## src/rtl/dnrc_pkg.sv

```systemverilog
// Package: shared types, constants and command codes of the descriptor matcher.
`default_nettype none
package dnrc_pkg;
  localparam int MaxDescDef = 1024;
  localparam int DimDef = 128;

  localparam logic [1:0] CMD_LOAD_A = 2'd0;
  localparam logic [1:0] CMD_LOAD_B = 2'd1;
  localparam logic [1:0] CMD_QUERY  = 2'd2;
  localparam logic [1:0] CMD_NOP    = 2'd3;

  localparam logic [2:0] REG_CROSS_CHECK = 3'd0;
  localparam logic [2:0] REG_RATIO_ON    = 3'd1;
  localparam logic [2:0] REG_RATIO_SQ    = 3'd2;
  localparam logic [2:0] REG_COUNT_A     = 3'd3;
  localparam logic [2:0] REG_COUNT_B     = 3'd4;

  localparam logic [15:0] RatioSqReset = 16'd10486;

  typedef struct packed {
    logic [1:0] command;
    logic [9:0] desc_index;
    logic [6:0] elem_index;
    logic [7:0] elem_value;
  } in_item_t;

  typedef struct packed {
    logic       matched;
    logic [9:0] query_index;
    logic [9:0] match_index;
  } out_item_t;

  // Classified work handed from the front end to the search engine.
  typedef struct packed {
    logic       is_query;
    logic       is_b;
    logic [9:0] desc_index;
    logic [6:0] elem_index;
    logic [7:0] elem_value;
  } job_t;
endpackage
`default_nettype wire

```

## src/rtl/dnrc_front.sv

```systemverilog
// Front end: accepts input beats, drops meaningless ones, queues the rest.
`default_nettype none
module dnrc_front #(
  parameter int DEPTH = 4
) (
  input  wire logic             clk,
  input  wire logic             rst,
  input  wire logic             in_valid,
  output logic                  in_ready,
  input  wire dnrc_pkg::in_item_t in_data,
  output logic                  job_valid,
  input  wire logic             job_ready,
  output dnrc_pkg::job_t        job
);
  import dnrc_pkg::*;
  localparam int AW = $clog2(DEPTH);

  job_t           fifo [DEPTH];
  logic [AW-1:0]  wr_ptr;
  logic [AW-1:0]  rd_ptr;
  logic [AW:0]    fill;
  logic           keep;
  logic           push;
  logic           pop;
  job_t           in_job;

  // Command 3 is dropped here and never reaches the engine.
  always_comb begin
    in_job.is_query   = (in_data.command == CMD_QUERY);
    in_job.is_b       = (in_data.command == CMD_LOAD_B);
    in_job.desc_index = in_data.desc_index;
    in_job.elem_index = in_data.elem_index;
    in_job.elem_value = in_data.elem_value;
    keep = (in_data.command != CMD_NOP);
  end

  assign in_ready  = (fill != (AW+1)'(DEPTH));
  assign push      = in_valid && in_ready && keep;
  assign job_valid = (fill != '0);
  assign pop       = job_valid && job_ready;
  assign job       = fifo[rd_ptr];

  // Queue storage.
  always_ff @(posedge clk) begin
    if (push) begin
      fifo[wr_ptr] <= in_job;
    end
  end

  // Queue pointers and fill level.
  always_ff @(posedge clk) begin
    if (rst) begin
      wr_ptr <= '0;
      rd_ptr <= '0;
      fill   <= '0;
    end else begin
      if (push) wr_ptr <= wr_ptr + 1'b1;
      if (pop) rd_ptr <= rd_ptr + 1'b1;
      fill <= fill + (AW+1)'(push) - (AW+1)'(pop);
    end
  end
endmodule
`default_nettype wire

```

## config.mk

```make
export PLATFORM = sky130hd
export DESIGN_NAME = dnrc_front
export DESIGN_NICKNAME = d
export VERILOG_FILES = /design/src/rtl/dnrc_pkg.sv /design/src/rtl/dnrc_front.sv
export SDC_FILE = /design/constraint.sdc
export NUM_CORES = 1
export LEC_CHECK = 0
export BUFFER_PORTS_ARGS = -buffer_cell sky130_fd_sc_hd__buf_2
export CAP_MARGIN = 20
export CORE_MARGIN = 3
export CORE_UTILIZATION = 55
export DETAILED_ROUTE_END_ITERATION = 16
export PLACE_DENSITY = 0.83
export RECOVER_POWER = 50
export SYNTH_ARGS = -nofsm -noshare
export SYNTH_HDL_FRONTEND = slang
export SYNTH_SLANG_ARGS = --single-unit
```

## constraint.sdc

```tcl
create_clock -name clk -period 2.8 [get_ports clk]
set_input_delay 0.56 -clock clk [delete_from_list [all_inputs] [get_ports clk]]
set_output_delay 0.56 -clock clk [all_outputs]
set_load 0.02 [all_outputs]
```

==> Word-level counts from Yosys, hierarchy flattened <==
Memories as Yosys holds them, arrays and structs flattened. A register that Yosys moved wholly into a read port is not among the register bits.
Index checks and enable logic that the tools add are counted.
Widths: inputs -> output; s select.
{ "totals": {"in_bits": 31, "n_memories": 1, "ram_bits": 108, "register_bits": 7, "out_inout_bits": 29} }
{ "op_classes": {"n_mux": 4, "add_sub_neg": 4, "reduce_logical": 4, "eq_ne": 4} }
{ "mem_list": {"columns": ["memory", "words", "word_bits", "rd", "rd_ports_with_merged_regs", "wr", "line", "text"], "rows": [
  ["fifo", 4, 27, 1, 1, 1, "dnrc_front.sv:18", "job_t fifo [DEPTH];"]
]} }
{ "ops": {"columns": ["cell", "count"], "rows": [
  ["$add 2x1->2 const B", 2],
  ["$mux 2", 2],
  ["$add 3x1->3", 1],
  ["$logic_and 1x1->1", 3],
  ["$ne 3x3->1 const B", 1],
  ["$reduce_bool 3->1", 1],
  ["$sub 3x1->3", 1],
  ["$eq 2x1->1 const B", 1],
  ["$eq 2x2->1 const B", 1],
  ["$mux 1", 2],
  ["$ne 2x2->1 const B", 1]
]} }

==> Logic depth before layout (Yosys ltp) <==
Gate-level depths: netlist of the first run.
{ "logic_depth": {"word_depth": 5, "mapped_depth": 11} }

==> Worst setup path before layout of the first run <==
No wires, ideal clock.
{ "synth_timing": {"path_kind": "input -> register", "startpoint": "input port in_data[25] (netlist name)", "endpoint": "register fill[2]", "path_buffers": 0, "stages": 10, "t_required_ps": 2722, "t_arrival_ps": 2288, "setup_time_ps": 78, "slack_ps": 434, "path_cell_list": "a221oi_4 inv_1 ha_1 inv_1 ha_1 inv_1 fa_1 xor2_1 and2_2 nor3_1"} }
{ "synth_between": {"elab_chain_len": 4} }
{ "synth_lines": {"columns": ["item", "line", "text"], "rows": [
  ["start, declared", "dnrc_front.sv:10", "input wire dnrc_pkg::in_item_t in_data,"],
  ["$ne 2x2->1", "dnrc_front.sv:34", "keep = (in_data.command != CMD_NOP);"],
  ["$logic_and 1x1->1", "dnrc_front.sv:38", "assign push = in_valid && in_ready && keep;"],
  ["$add 3x1->3", "dnrc_front.sv:59", "fill <= fill + (AW+1)'(push) - (AW+1)'(pop);"],
  ["$sub 3x1->3", "dnrc_front.sv:59", null],
  ["end signal, assigned", "dnrc_front.sv:59", null],
  ["end, declared", "dnrc_front.sv:21", "logic [AW:0] fill;"]
]} }
Every way passes these cells.
A chain may end at the register's enable or synchronous reset.

==> results of run 1 <==
[sequential cells by signal, indices dropped and copies added (netlist names), named ones only]
register and cells:
fifo 108, wr_ptr 2, rd_ptr 2, fill 3
[worst max-delay path, delay by kind of cell (launching register included)]
kind                   cells  cell delay [ps]
muxes                      1              560
buffers and inverters      2              480
DFF                        1              340
[through the flow]
stage	hold WS (ps)	power [uW]	cells	area [um2]
after floorplan	482	3090	193	4420
after global placement	503	3430	356	4900
after detailed placement	519	3460	356	4900
after CTS	236	5590	388	5500
after global routing	305	5750	388	5460
final	316	5500	388	5460
[cells in the mapped netlist (all sizes together)]
library cell,n
edfxtp,108
mux4,27
dfxtp,9
nor2,8
ha,6
inv,6
and2,5
buf,5
nor2b,3
clkbuf,2
nand2b,2
xor2,2
a221oi,1
fa,1
mux2,1
mux2i,1
nand2,1
nor3,1
o311ai,1
o31a,1
or3,1
xnor2,1
[layer usage]
layer	global-route usage	up-vias	wire [um]	part of all wire
met5	0	-	0	0
met4	0.0746	0	41	0.0055
met3	0.0647	4	303	0.040
met2	0.287	47	3980	0.53
met1	0.236	1076	3180	0.42
li1	-	950	-	-
[cells in the final DEF (no fill, tap or decap), drive strengths merged, types with 2 or more instances in the layout]
cell,instances
mux4,27
edfxtp,108
ha,6
buf,40
nor2b,3
clkinvlp,3
clkinv,8
bufinv,3
clkbuf,45
nand2b,2
dfxtp,9
inv,7
and2,5
nor2,8
xor2,2
[power by group through the flow]
| stage | Combinational (uW) | Clock, uW | Sequential, uW |
|---|---|---|---|
| floorplan | 911 | 0 | 2180 |
| global placement | 1240 | 0 | 2190 |
| detailed placement | 1260 | 0 | 2200 |
| CTS | 1270 | 2150 | 2170 |
| global route | 1340 | 2220 | 2190 |
| finish | 1230 | 2110 | 2170 |
[cell families (layout without fill, tap and decap cells)]
group	Yosys count	count (layout)	share of synthesized area
AND/OR/NAND/NOR	21	21	0.0266
AO/OA/AOI/OAI	3	3	0.0102
adder cells (fa/ha/maj)	7	7	0.0215
flip-flops	117	117	0.775
multiplexers	29	29	0.143
buffers and inverters	13	106	0.0170
XOR/XNOR	3	3	0.00595
[layout make-up]
type,count,area [um2]
timing repair buffer,68,375
inverter,6,22.5
multi-input combinational,63,912
clock inverter,15,181
tap,102,128
clock buffer,17,414
fill,509,2310
sequential,117,3420
[worst paths after layout]
kind                                  to  cells after the start  slack [ps]              startpoint
setup / recovery                 job[22]                      3         350                    flop
hold / removal     fifo[0][24]$_DFFE_PP_                      1         320             in_data[24]
hold reg to reg   wr_ptr[1]$_SDFFE_PP0P_                      2         540  wr_ptr[1]$_SDFFE_PP0P_
setup reg to reg      fill[2]$_SDFF_PP0_                     11         450      fill[1]$_SDFF_PP0_
==> qor.csv, run 1 <==
metric,value,unit
preCtsSetupSlack,252,ps
yosysUniqueCellTypes,25,
fin_util,0.703,
peakVddDrop,0.603,mV
max_slew_margin,0.543,
drive_gt1_frac,0.367,
intPower,3990,uW
hold_buffers,0,
cp_max_fo,15,
status,completed,
io_pins,60,
final-setup-viol-count,0,
worstPathArrival,1890,ps
ant_nets,0,
cts.sinks,117,
rows,32,
power.share.clock,0.383,
synth-seq-cells,117,
cts_root_buf,clkbuf_8,
grt-ovfl-total,0,
core,7770,um2
pwr-share-comb,0.223,
drt-total-wl,7500,um
cts_buffers,17,
worst_path_largest_cell_delay,560,ps
seqPwrFrac,0.394,
crit_path_end_kind,output port,
drc,0,
grt_pass1_wl,11600,um
synth.top_cell.area_share,0.734,
die_area,9140,um2
startpoint_type,flop,
fin_crit_sh,0.876,
timing.setup.tns,0,ps
power_density,1010,nW/um2
first_global_vias,2175,
drt-vias-per-instance,5.35,
max_cap_violations,0,
dr.pass1.iters,4,
path_cells,buf_4 > mux4_2 > buf_2,
path_class,flop to output port,
swShare,0.275,
place_hpwl,4550,um
grt_use_total,0.184,
tightest_slew,685,ps
die_x,95.6,um
die_y,95.6,um
skew,7.66,ps
start_util,0.568,
clk_latency,510,ps
synth_nets,231,
cp_slowest_cell,mux4_2,
place_congestion,0.698,
grt_max_degree,21,
cts_setup_buffers,0,
hold_viol,0,
cellLeakagePower,0.00185,uW
synth_area_leader_cell,edfxtp_1,
area_growth,23.6,%
clk_path_buf_depth,2,
rsz0062_at_grt,false,
hold_class,input pin to flop,
power.switching,1520,uW
final_nets,311,
worstPathRequired,2240,ps
syn_area,4420,um2
yosys_warnings,0,
synth-seq-area-share,0.775,
h-tree-depth,4,
via_count,2077,
synth.avg_cell_area,22.9,um2
antenna_found_initial,0,
yosys-top-cells-area,"edfxtp_1, mux4_2, dfxtp_1",
fin_crit,2450,ps
clk_pin_slew,60,ps
antennaDiodeCount,0,
postSynthCellCount,193,
cts_resized,0,
drv_slew,0,
setup_ws,347,ps
max_freq,408,MHz
port_buffers,59,
cts_tree,built,
wire_per_inst,19.3,um
drt_iter0_markers,148,
Note: power is estimated with default switching activity, not from simulation.
==> inputs of run 2 (changes only) <==
--- a/config.mk
+++ b/config.mk
@@ -7,6 +7,7 @@
 export LEC_CHECK = 0
 export BUFFER_PORTS_ARGS = -buffer_cell sky130_fd_sc_hd__buf_2
 export CAP_MARGIN = 20
+export CORE_ASPECT_RATIO = 1.5
 export CORE_MARGIN = 3
 export CORE_UTILIZATION = 55
 export DETAILED_ROUTE_END_ITERATION = 16
==> run 2 against run 1 <==
Clock power decreased by 12%. Critical path depth increased by 8. First-iteration DRC count increased by 8.8%. Hold slack improved by 99 ps. Die area increased by 0.24%. Clock-buffer cell count increased by 15. Largest power group unchanged. Highest routed layer unchanged.
==> qor.csv, run 2 (synthesis results as in run 1) <==
metric,value,unit,change
status,completed,,
wire_per_inst,18.5,um,-4.5%
r2r_setup_slack,480,ps,+30 ps
largest_reg_flops,108,,unchanged
dr.pass1.iters,4,,unchanged
peakVddDrop,0.725,mV,+20%
reg2reg_to,fill[2]$_SDFF_PP0_,,
fin_crit,2320,ps,-132 ps
antenna_found_initial,0,,unchanged
clk_pin_slew,50,ps,about the same
top_register,fifo,,
final_cell_mix,"edfxtp_1, clkbuf_1, buf_2",,
grt_use_total,0.175,,-0.00840
max_slew_margin,0.559,,+0.0153
hold_buffers,0,,unchanged
hold_viol,0,,unchanged
crit_path_end_kind,flop,,
ant_nets,0,,unchanged
drive_gt1_frac,0.333,,-0.0338
drt-met1-wl,2670,um,-16%
timing.setup.tns,0,ps,unchanged
drt-total-wl,7150,um,-4.7%
die_y,116,um,+21%
cts.sinks,117,,unchanged
final_nets,310,,-0.32%
rows,39,,+22%
h-tree-depth,4,,unchanged
path_class,flop to flop,,
min_to,fifo[2][1]$_DFFE_PP_,,
antennaDiodeCount,0,,unchanged
max_cap_violations,0,,unchanged
hold_depth,1,,unchanged
cts_buffers,17,,unchanged
fin_crit_sh,0.829,,-0.0472
reg2reg_depth,11,,unchanged
skew,7.35,ps,-0.305 ps
grt_pass1_wl,11200,um,-4.3%
r2r-start,fill[1]$_SDFF_PP0_,,
fin_util,0.697,,-0.00530
reg_top3,"fifo (108), fill (3)",,
cts_tree,built,,
area_growth,21.8,%,
grt-ovfl-total,0,,unchanged
startpoint_type,flop,,
drt-vias-per-instance,5.39,,+0.64%
hold_class,input pin to flop,,
clk_latency,400,ps,-110 ps
via_count,2085,,+0.39%
whs,415,ps,+99.1 ps
io_pins,60,,unchanged
cellLeakagePower,0.00181,uW,-1.8%
cp-startpoint,fill[1]$_SDFF_PP0_,,
power_density,977,nW/um2,-3.1%
cp_max_fo,7,,-8
drc,0,,unchanged
grt_max_degree,28,,+33%
cts_resized,0,,unchanged
core,7710,um2,-0.74%
drv_slew,0,,unchanged
hold_start,in_data[1],,
met3_length,393,um,+30%
cts_setup_buffers,0,,unchanged
die_x,79.2,um,-17%
routed.top_layer,met4,,
place_hpwl,4500,um,-1.3%
first_global_vias,2150,,-1.1%
rsz0062_at_grt,false,,
worstPathArrival,2640,ps,+750 ps
clk_path_buf_depth,2,,unchanged
final-setup-viol-count,0,,unchanged
cts_root_buf,clkbuf_16,,
met2_length,3910,um,-1.7%
tightest_slew,662,ps,-22.9 ps
drt_iter0_markers,161,,+8.8%
die_area,9160,um2,+0.24%
place_congestion,0.745,,+6.7%
port_buffers,59,,unchanged
final_common_cell,edfxtp_1,,
worstPathRequired,3120,ps,+880 ps
start_util,0.573,,+0.00424
max_freq,431,MHz,+5.7%
fillers,512,,+0.59%
run 2: area by class of cell:
type                            instances  area, um2  share of cell area
Multi-Input combinational cell         63        912               0.170
Sequential cell                       117       3420               0.637
Tap cell                              102        128              0.0237
Clock buffer                           32        522              0.0970
Inverter                                6       22.5             0.00419
Timing Repair Buffer                   67        368              0.0684
run 2: worst max path at each step:
stage | to | slack [ps]
2_1_floorplan | fill[2]$_SDFF_PP0_ | 430
3_3_place_gp | fill[2]$_SDFF_PP0_ | 370
3_5_place_dp | fill[2]$_SDFF_PP0_ | 320
4_1_cts | job[7] | 470
5_1_grt | fill[2]$_SDFF_PP0_ | 330
6_report | fill[2]$_SDFF_PP0_ | 480
run 2: critical path, cell delays in order, from the launching register on:
cell	delay, ps
dfxtp_1	440
nor2_1	130
a221oi_4	240
inv_1	70
ha_1	280
inv_1	50
ha_1	130
inv_1	50
fa_1	370
xor2_1	160
and2_2	200
nor3_1	110
run 2: report_power, final:
part | switching [uW] | internal [uW] | total, uW
Clock | 634 | 1220 | 1860
Sequential | 75.1 | 2090 | 2170
Combinational | 681 | 546 | 1230
Total | 1390 | 3860 | 5250
run 2: routing by layer:
layer | GRT usage | vias up
met5 | 0 | -
met4 | 0.0998 | 0
met3 | 0.0723 | 17
met2 | 0.288 | 50
met1 | 0.191 | 1069
li1 | - | 949
run 2: through the flow:
stage                     worst slack (ps)  std cells  total power (uW)  area (um2)
after global placement                 367        355              3430        4900
after detailed placement               316        355              3460        4900
final                                  479        387              5250        5380
after CTS                              468        387              5340        5420
after floorplan                        434        193              3090        4420
after global routing                   327        387              5480        5380
